$ cat config.mk
export PLATFORM = sky130hd
export DESIGN_NAME = bicubic_catmull_rom_interpolator
export DESIGN_NICKNAME = d
export VERILOG_FILES = /design/src/sv/bcr_pkg.sv /design/src/sv/bicubic_catmull_rom_interpolator.sv /design/src/sv/bcr_ram.sv
export SDC_FILE = /design/constraint.sdc
export NUM_CORES = 2
export LEC_CHECK = 0
export BUFFER_PORTS_ARGS = -buffer_cell sky130_fd_sc_hd__buf_2
export CAP_MARGIN = 20
export CELL_PAD_IN_SITES_DETAIL_PLACEMENT = 1
export CELL_PAD_IN_SITES_GLOBAL_PLACEMENT = 2
export CORE_ASPECT_RATIO = 0.9
export CORE_UTILIZATION = 35
export DETAILED_ROUTE_END_ITERATION = 12
export PLACE_DENSITY_LB_ADDON = 0.1
export SLEW_MARGIN = 20
export SYNTH_ARGS = -nofsm -noshare
export SYNTH_HDL_FRONTEND = slang
export SYNTH_SLANG_ARGS = --single-unit
export TNS_END_PERCENT = 10
$ cat constraint.sdc
create_clock -name clk_i -period 14.8 [get_ports clk_i]
set_input_delay 1.48 -clock clk_i [delete_from_list [all_inputs] [get_ports clk_i]]
set_output_delay 1.48 -clock clk_i [all_outputs]
set_load 0.02 [all_outputs]
$ cat src/sv/bcr_pkg.sv
// Package for the bicubic Catmull-Rom interpolator: widths, datapath sizing and sequencer states.
// No dependencies; imported by the top level.
package bcr_pkg;

  // Port field widths
  localparam int unsigned IDX_W  = 4;
  localparam int unsigned PVAL_W = 16;
  localparam int unsigned FRAC_W = 16;
  localparam int unsigned OUT_W  = 17;

  // Arithmetic sizing
  localparam int unsigned SAMPLE_WIDTH = 16;
  localparam int unsigned FRAC_WIDTH   = 16;
  localparam int unsigned NUM_POINTS   = 16;

  // Datapath word: sample, fraction and headroom for Horner overshoot
  localparam int unsigned ACC_W = SAMPLE_WIDTH + FRAC_WIDTH + 8;
  localparam int unsigned HI_W  = ACC_W - FRAC_WIDTH;
  localparam int unsigned MA_W  = (HI_W > FRAC_WIDTH + 1) ? HI_W : FRAC_WIDTH + 1;
  localparam int unsigned MB_W  = FRAC_WIDTH + 1;
  localparam int unsigned PROD_W = MA_W + MB_W;
  localparam int unsigned RND_W = ACC_W - FRAC_WIDTH;

  // Horner step codes
  localparam logic [1:0] STEP_B   = 2'd0;
  localparam logic [1:0] STEP_C   = 2'd1;
  localparam logic [1:0] STEP_FIN = 2'd2;

  localparam logic OP_STORE = 1'b0;
  localparam logic OP_EVAL  = 1'b1;

  typedef enum logic [2:0] {
    ST_IDLE,
    ST_LOAD,
    ST_COEF,
    ST_MUL_LO,
    ST_MUL_HI
  } state_e;

endpackage

$ cat src/sv/bicubic_catmull_rom_interpolator.sv
// Top level of the bicubic Catmull-Rom interpolator: sequencer, shared multiplier datapath.
// Depends on bcr_pkg and bcr_ram.
//
//  channel   | direction | handshake              | payload
//  ----------+-----------+------------------------+---------------------------------------------
//  command   | in        | start && !busy         | opcode_i, point_index_i, point_value_i,
//            |           |                        | frac_x_i, frac_y_i
//  result    | out       | done_o, one cycle      | interp_value_o
//
// A store transaction writes the point RAM at the accepting edge; busy stays low, so a new
// command can follow in the next cycle. An evaluate transaction runs, per column, the RAM
// reads, a coefficient step and 3 Horner multiplies, each a low and a high phase on the one
// shared multiplier, then the same along x without the reads. The shared multiplier and the
// single RAM read port set the length of an evaluation.
// Reset (rst_ni low, asynchronous) returns the sequencer to idle; the point RAM is not
// cleared. The receiver cannot stall: the result is shown for exactly one cycle.
module bicubic_catmull_rom_interpolator
  import bcr_pkg::*;
(
  input  logic                    clk_i,
  input  logic                    rst_ni,
  input  logic                    start,
  output logic                    busy,
  input  logic                    opcode_i,
  input  logic [IDX_W-1:0]        point_index_i,
  input  logic signed [PVAL_W-1:0] point_value_i,
  input  logic [FRAC_W-1:0]       frac_x_i,
  input  logic [FRAC_W-1:0]       frac_y_i,
  output logic                    done_o,
  output logic signed [OUT_W-1:0] interp_value_o
);

  localparam int unsigned AW = $clog2(NUM_POINTS);

  // ---------------------------------------------------------------------------
  // Sequencer state
  // ---------------------------------------------------------------------------
  state_e     state_q, state_d;
  logic [1:0] xi_q, xi_d;        // column being reduced
  logic [1:0] step_q, step_d;    // Horner step
  logic [2:0] rd_cnt_q, rd_cnt_d;// RAM read issue/capture counter, 0..4
  logic       pass_q, pass_d;    // 0: columns along y, 1: final cubic along x
  logic       done_q, done_d;

  // ---------------------------------------------------------------------------
  // Datapath registers (payload, no reset)
  // ---------------------------------------------------------------------------
  logic [FRAC_WIDTH-1:0]   ux_q, uy_q;
  logic signed [ACC_W-1:0] q_q [4];      // current control values
  logic signed [ACC_W-1:0] col_q [3];    // finished column values
  logic signed [ACC_W-1:0] h_q, b_q, c_q;
  logic [FRAC_WIDTH-1:0]   lo_q;         // floor(lo * u / 2^F) from the low phase
  logic signed [OUT_W-1:0] out_q;

  logic accept, store_we;
  assign accept   = start && !busy;
  assign store_we = accept && (opcode_i == OP_STORE);
  assign busy     = (state_q != ST_IDLE);

  // ---------------------------------------------------------------------------
  // Point store
  // ---------------------------------------------------------------------------
  logic [AW-1:0]           raddr;
  logic [SAMPLE_WIDTH-1:0] rdata;

  assign raddr = AW'({xi_q, rd_cnt_q[1:0]});

  bcr_ram #(
    .WIDTH (SAMPLE_WIDTH),
    .DEPTH (NUM_POINTS)
  ) u_point_ram (
    .clk_i   (clk_i),
    .we_i    (store_we),
    .waddr_i (AW'(point_index_i)),
    .wdata_i (point_value_i[SAMPLE_WIDTH-1:0]),
    .raddr_i (raddr),
    .rdata_o (rdata)
  );

  // Sample to datapath scale: sign extend, FRAC_WIDTH zero fraction bits
  logic signed [ACC_W-1:0] rd_scaled;
  assign rd_scaled = {{(ACC_W-SAMPLE_WIDTH-FRAC_WIDTH){rdata[SAMPLE_WIDTH-1]}}, rdata,
                      {FRAC_WIDTH{1'b0}}};

  // ---------------------------------------------------------------------------
  // Catmull-Rom coefficients from the four control values
  //   a = 3(p1-p2)+p3-p0, b = 2p0-5p1+4p2-p3, c = p2-p0
  // ---------------------------------------------------------------------------
  logic signed [ACC_W-1:0] d12, coef_a, coef_b, coef_c;
  assign d12    = q_q[1] - q_q[2];
  assign coef_a = d12 + (d12 <<< 1) + q_q[3] - q_q[0];
  assign coef_b = (q_q[0] <<< 1) - q_q[1] - (q_q[1] <<< 2) + (q_q[2] <<< 2) - q_q[3];
  assign coef_c = q_q[2] - q_q[0];

  // ---------------------------------------------------------------------------
  // Shared multiplier: h*u split as hi*u + floor(lo*u / 2^F), a low and a high phase per product
  // ---------------------------------------------------------------------------
  logic [FRAC_WIDTH-1:0]    u_sel;
  logic signed [MA_W-1:0]   mul_a;
  logic signed [MB_W-1:0]   mul_b;
  logic signed [PROD_W-1:0] prod;
  logic signed [HI_W-1:0]   h_hi;

  assign u_sel = pass_q ? ux_q : uy_q;
  assign h_hi  = h_q[ACC_W-1:FRAC_WIDTH];

  always_comb begin
    if (state_q == ST_MUL_LO) begin
      mul_a = signed'(MA_W'({1'b0, h_q[FRAC_WIDTH-1:0]}));
    end else begin
      mul_a = MA_W'(h_hi);
    end
  end

  assign mul_b = signed'({1'b0, u_sel});
  assign prod  = mul_a * mul_b;

  logic signed [ACC_W-1:0] hu;       // floor(h*u / 2^F)
  logic signed [ACC_W-1:0] horner;   // next Horner value
  logic signed [ACC_W-1:0] cubic;    // p1 + floor(h*u/2^F / 2)

  assign hu     = ACC_W'(prod) + signed'(ACC_W'({1'b0, lo_q}));
  assign horner = hu + ((step_q == STEP_B) ? b_q : c_q);
  assign cubic  = q_q[1] + (hu >>> 1);

  // Round to nearest, ties up, then clamp to the output range
  logic signed [ACC_W-1:0] rnd_sum;
  logic signed [RND_W-1:0] rnd;
  logic signed [OUT_W-1:0] rnd_sat;
  localparam logic signed [RND_W-1:0] LIM_HI = RND_W'((1 << SAMPLE_WIDTH) - 1);
  localparam logic signed [RND_W-1:0] LIM_LO = -RND_W'(1 << SAMPLE_WIDTH);

  assign rnd_sum = cubic + signed'(ACC_W'(1 << (FRAC_WIDTH - 1)));
  assign rnd     = rnd_sum[ACC_W-1:FRAC_WIDTH];

  always_comb begin
    priority if (rnd > LIM_HI) begin
      rnd_sat = OUT_W'(LIM_HI);
    end else if (rnd < LIM_LO) begin
      rnd_sat = OUT_W'(LIM_LO);
    end else begin
      rnd_sat = OUT_W'(rnd);
    end
  end

  // ---------------------------------------------------------------------------
  // Sequencer
  // ---------------------------------------------------------------------------
  always_comb begin
    state_d  = state_q;
    xi_d     = xi_q;
    step_d   = step_q;
    rd_cnt_d = rd_cnt_q;
    pass_d   = pass_q;
    done_d   = 1'b0;
    unique case (state_q)
      ST_IDLE: begin
        if (accept && (opcode_i == OP_EVAL)) begin
          state_d  = ST_LOAD;
          xi_d     = '0;
          rd_cnt_d = '0;
          pass_d   = 1'b0;
        end
      end
      ST_LOAD: begin
        rd_cnt_d = rd_cnt_q + 3'd1;
        if (rd_cnt_q == 3'd4) begin
          state_d = ST_COEF;
        end
      end
      ST_COEF: begin
        step_d  = STEP_B;
        state_d = ST_MUL_LO;
      end
      ST_MUL_LO: begin
        state_d = ST_MUL_HI;
      end
      ST_MUL_HI: begin
        if (step_q != STEP_FIN) begin
          step_d  = step_q + 2'd1;
          state_d = ST_MUL_LO;
        end else if (pass_q) begin
          state_d = ST_IDLE;
          done_d  = 1'b1;
        end else if (xi_q == 2'd3) begin
          pass_d  = 1'b1;
          state_d = ST_COEF;
        end else begin
          xi_d     = xi_q + 2'd1;
          rd_cnt_d = '0;
          state_d  = ST_LOAD;
        end
      end
      default: begin
        state_d = ST_IDLE;
      end
    endcase
  end

  always_ff @(posedge clk_i or negedge rst_ni) begin
    if (!rst_ni) begin
      state_q  <= ST_IDLE;
      xi_q     <= '0;
      step_q   <= STEP_B;
      rd_cnt_q <= '0;
      pass_q   <= 1'b0;
      done_q   <= 1'b0;
    end else begin
      state_q  <= state_d;
      xi_q     <= xi_d;
      step_q   <= step_d;
      rd_cnt_q <= rd_cnt_d;
      pass_q   <= pass_d;
      done_q   <= done_d;
    end
  end

  // Datapath updates
  always_ff @(posedge clk_i) begin
    if (accept) begin
      ux_q <= frac_x_i[FRAC_WIDTH-1:0];
      uy_q <= frac_y_i[FRAC_WIDTH-1:0];
    end
    if ((state_q == ST_LOAD) && (rd_cnt_q != 3'd0)) begin
      q_q[2'(rd_cnt_q - 3'd1)] <= rd_scaled;
    end
    if (state_q == ST_COEF) begin
      h_q <= coef_a;
      b_q <= coef_b;
      c_q <= coef_c;
    end
    if (state_q == ST_MUL_LO) begin
      lo_q <= prod[2*FRAC_WIDTH-1:FRAC_WIDTH];
    end
    if (state_q == ST_MUL_HI) begin
      if (step_q != STEP_FIN) begin
        h_q <= horner;
      end else if (pass_q) begin
        out_q <= rnd_sat;
      end else if (xi_q == 2'd3) begin
        q_q[0] <= col_q[0];
        q_q[1] <= col_q[1];
        q_q[2] <= col_q[2];
        q_q[3] <= cubic;
      end else begin
        col_q[xi_q] <= cubic;
      end
    end
  end

  assign done_o         = done_q;
  assign interp_value_o = out_q;

  // ---------------------------------------------------------------------------
  // Assertions
  // ---------------------------------------------------------------------------
`ifndef ASSERT_OFF
  a_eval_goes_busy: assert property (@(posedge clk_i) disable iff (!rst_ni)
    (accept && (opcode_i == OP_EVAL)) |=> busy)
    else $error("evaluate transaction did not start the sequencer");

  a_store_stays_idle: assert property (@(posedge clk_i) disable iff (!rst_ni)
    (accept && (opcode_i == OP_STORE)) |=> !busy)
    else $error("store transaction made the block busy");

  a_done_when_idle: assert property (@(posedge clk_i) disable iff (!rst_ni)
    done_o |-> !busy)
    else $error("result strobe while sequencer still running");

  a_done_single: assert property (@(posedge clk_i) disable iff (!rst_ni)
    done_o |=> !done_o)
    else $error("result strobe longer than one cycle");

  a_done_after_busy: assert property (@(posedge clk_i) disable iff (!rst_ni)
    done_o |-> $past(busy))
    else $error("result without a running evaluation");
`endif

endmodule

$ cat src/sv/bcr_ram.sv
// Generic simple dual-port RAM: one write port, one read port with registered read data.
// No dependencies.
module bcr_ram #(
  parameter int unsigned WIDTH = 16,
  parameter int unsigned DEPTH = 16
) (
  input  logic                     clk_i,
  input  logic                     we_i,
  input  logic [$clog2(DEPTH)-1:0] waddr_i,
  input  logic [WIDTH-1:0]         wdata_i,
  input  logic [$clog2(DEPTH)-1:0] raddr_i,
  output logic [WIDTH-1:0]         rdata_o
);

  logic [WIDTH-1:0] mem_q [DEPTH];

  always_ff @(posedge clk_i) begin
    if (we_i) begin
      mem_q[waddr_i] <= wdata_i;
    end
    rdata_o <= mem_q[raddr_i];
  end

endmodule
==> key figures <==
Synth
  – Ys Warns: 0
  – Most common flop cell mapped by yosys: edfxtp_1
  – Syn_area_per_cell: 10.81 µm²
  – Cell taking the most area after synthesis: edfxtp_1
  – Asr flop ratio synth: 1.602%
  – EDFF count, synth: 681
  – Register area share after synthesis: 36.61%
  – Count of different cell masters after synthesis: 92
  – Dominant cells by area after synthesis: edfxtp_1 34%, fa_1 19%, ha_1 7.5%
  – Yosys top cell area share: 34.23%
  – Mapped Cells: 5,525
  – Synthesized Nets: 6,507
  – Mapped Area: 59,740 µm²
  – Flops & latches, synth: 749

Routing
  – Final WL: 195,300 µm
  – Drt wl/cell: 24.65 µm
  – Routed vias: 40,930
  – Final ANT Viol Nets: 0
  – First-pass iteration count of the detailed router: 9
  – 1st-iter DRT viols: 2,524
  – Drc violations: 1
  – Vias/cell: 5.166

STA
  – FMAX: 71.47 MHz
  – Final setup viols: 0
  – Setup Skew: 71.13 ps
  – Final min period: 13,990 ps
  – Unrepaired setup endpoints after global routing: false
  – Setup TNS: 0 ps
  – Slew HR: 21.64%
  – Fin crit share: 94.54%
  – Worst hold slack: 490.1 ps
  – Final slew viol count: 0
  – Final WS setup: 807.4 ps
  – Final hold violations: 0
  – Least-Margin Pin Slew: 1160 ps

GRT
  – Vias in the first global route: 44,090
  – GR Overflow Total: 0
  – GRT Total Usage: 23.02%
  – Largest net degree at the start of global routing: 80
  – First-pass GRT wire length: 294,200 µm
  – Initial antenna violation count: 10

Critical path
  – Peak fanout along the critical path: 29
  – Critical Path RT: 15,270 ps
  – Reg2reg start: state_q[0]$_DFFE_PN0P_
  – Critical Path AT: 14,460 ps
  – Worst Setup SP: state_q[0]$_DFFE_PN0P_
  – CP max-delay cell: mux2i_1
  – Critical Path Start Type: flip-flop
  – R2R setup slack: 810 ps
  – CP most frequent cell: fa_1
  – Critical Path End: interp_value_o[6]$_SDFFCE_PN1P_
  – Crit end category: flip-flop
  – Largest stage delay, worst path: 790 ps
  – Crit path kind: flip-flop to flip-flop
  – Capturing point of the worst reg2reg path: interp_value_o[6]$_SDFFCE_PN1P_
  – Worst R2R Path Depth: 40

Floorplan
  – I/O pin count: 75
  – Die width: 437.5 µm
  – Die Ht: 393.9 µm
  – Initial Util: 35.33%
  – DIE AREA: 172,300 µm²
  – Placeable Area: 169,100 µm²
  – Cell Rows: 143

Clock network
  – Inserted Clock Buffers: 88
  – H-Tree Depth: 3
  – Max clock buf depth: 3
  – Clock-pin slew on the worst setup and hold paths: 60 ps
  – CTS tree: done
  – TritonCTS Sinks: 749
  – Post-CTS setup buffers: 0
  – Worst-Skew Late Latency: 750 ps
  – Root Driver: clkbuf_16

Min path
  – Worst min-delay path class: flip-flop to flip-flop
  – Hold depth: 2

Final layout
  – Leading cell types in the layout, fill and taps excluded: 803 x inv_1, 681 x edfxtp_1, 612 x nand2_1, 566 x fa_1, 359 x ha_1
  – Most common cell after layout, fill and taps aside: inv_1
  – Area grow syn2layout: 10.55%
  – Fin nets: 6,577
  – Layout cells sized above 1: 9.049%

Run status
  – Violated checks: DRC
  – Status: finished, violations left

Placement
  – HPWL Detailed: 156,200 µm
  – Final Wtd Congestion: 0.8442
  – Buffers on Ports: 74
  – Worst Setup Slack post-DPL: 327.6 ps

Run
  – Max_cap viols: 0
==> cell type report <==
| type | count | area [µm²] |
|---|---|---|
| Clock buffer | 110 | 2305 |
| Fill cell | 18480 | 103000 |
| Sequential cell | 749 | 21880 |
| Timing Repair Buffer | 141 | 885.9 |
| Clock inverter | 54 | 755.7 |
| Tap cell | 2247 | 2811 |
| Inverter | 806 | 3029 |
| Antenna cell | 8 | 20.02 |
| Multi-Input combinational cell | 3809 | 34360 |
==> worst max-delay path: cells and delay by family, from the launching register on <==
family | cells | cell delay (ps)
flip-flops | 1 | 520
multiplexers | 2 | 1380
AND/OR/NAND/NOR | 11 | 2930
XOR/XNOR | 2 | 530
AO/OA/AOI/OAI | 10 | 3360
adder cells (fa/ha/maj) | 8 | 3840
buffers and inverters | 7 | 1070
==> synth_stat cells (12+ instances only) <==
cell type	instances
mux4_2	80
nor3_1	70
nor2b_1	28
nor2_1	353
or3_1	27
edfxtp_1	681
o211ai_1	38
clkbuf_1	141
o21a_1	59
or2_2	18
dfrtp_1	12
inv_1	805
xor2_1	92
a21boi_0	14
buf_1	15
a21oi_1	268
nand2_1	613
nor4_1	12
mux2i_1	40
a21o_1	103
dfxtp_1	56
and3_1	31
nand4_1	28
xnor2_1	183
mux2_2	69
a31oi_1	27
ha_1	360
and2_1	107
o31ai_1	23
nand3_1	73
o21bai_1	29
nand2b_1	56
fa_1	566
o21ai_0	182
a211oi_1	53
==> registers in the layout, indices dropped and copies added (netlist names), 3 cells and up <==
register / cells
u_point_ram.mem_q: 256
q_q: 160
col_q: 120
b_q: 40
c_q: 40
h_q: 40
interp_value_o: 17
lo_q: 16
u_point_ram.rdata_o: 16
ux_q: 16
uy_q: 16
rd_cnt_q: 3
state_q: 3
==> cells by family (layout without fill, tap and decap cells) <==
family | count (synthesis) | in the layout | share of synthesized area [%]
AOI/OAI and AO/OA | 948 | 948 | 10.37
xor gates and xnor gates | 277 | 277 | 4.107
adders and majority gates | 926 | 926 | 26.51
buffers and inverters | 967 | 1111 | 6.124
DFF | 749 | 749 | 36.61
muxes | 189 | 189 | 4.987
other | 0 | 8 | 0
and+or+nand+nor | 1469 | 1469 | 11.30
==> metal layers <==
layer | vias up | wire length, µm | track usage, %
li1 | 19030 | - | -
met1 | 21050 | 95480 | 33.84
met2 | 671 | 86540 | 35.25
met3 | 181 | 8121 | 3.491
met4 | 4 | 5121 | 5.969
met5 | - | 23 | 0
==> how the worst min path moves through the flow <==
stage                           startpoint                     to  slack, ps
floorplan                  h_q[39]$_DFF_P_        h_q[39]$_DFF_P_        450
global placement     step_q[0]$_DFFE_PN0P_  step_q[0]$_DFFE_PN0P_        480
detailed placement   step_q[0]$_DFFE_PN0P_  step_q[0]$_DFFE_PN0P_        490
CTS                 col_q[1][34]$_DFFE_PP_   q_q[1][34]$_DFFE_PP_        490
global route         col_q[2][9]$_DFFE_PP_    q_q[2][9]$_DFFE_PP_        530
finish              col_q[1][34]$_DFFE_PP_   q_q[1][34]$_DFFE_PP_        490
==> timing repair <==
item                                   4_1_cts  5_1_grt
endpoints found under the hold margin        0        0
hold buffers                                 0        0
resized for setup                            0        3
setup endpoints to repair                    0       16
==> per-stage QoR <==
step           instance area (µm²)  utilization [%]  cells
3_5_place_dp                 62940            37.22   7752
4_1_cts                      66000            39.03   7916
2_1_floorplan                59740                -   5525
3_3_place_gp                 62930            37.22   7752
5_1_grt                      66040            39.06   7924
6_report                     66040            39.06   7924
Power is left out: the tool's default activity adds up to more than one toggle a clock period on the data nets, which glitch-free logic cannot reach.
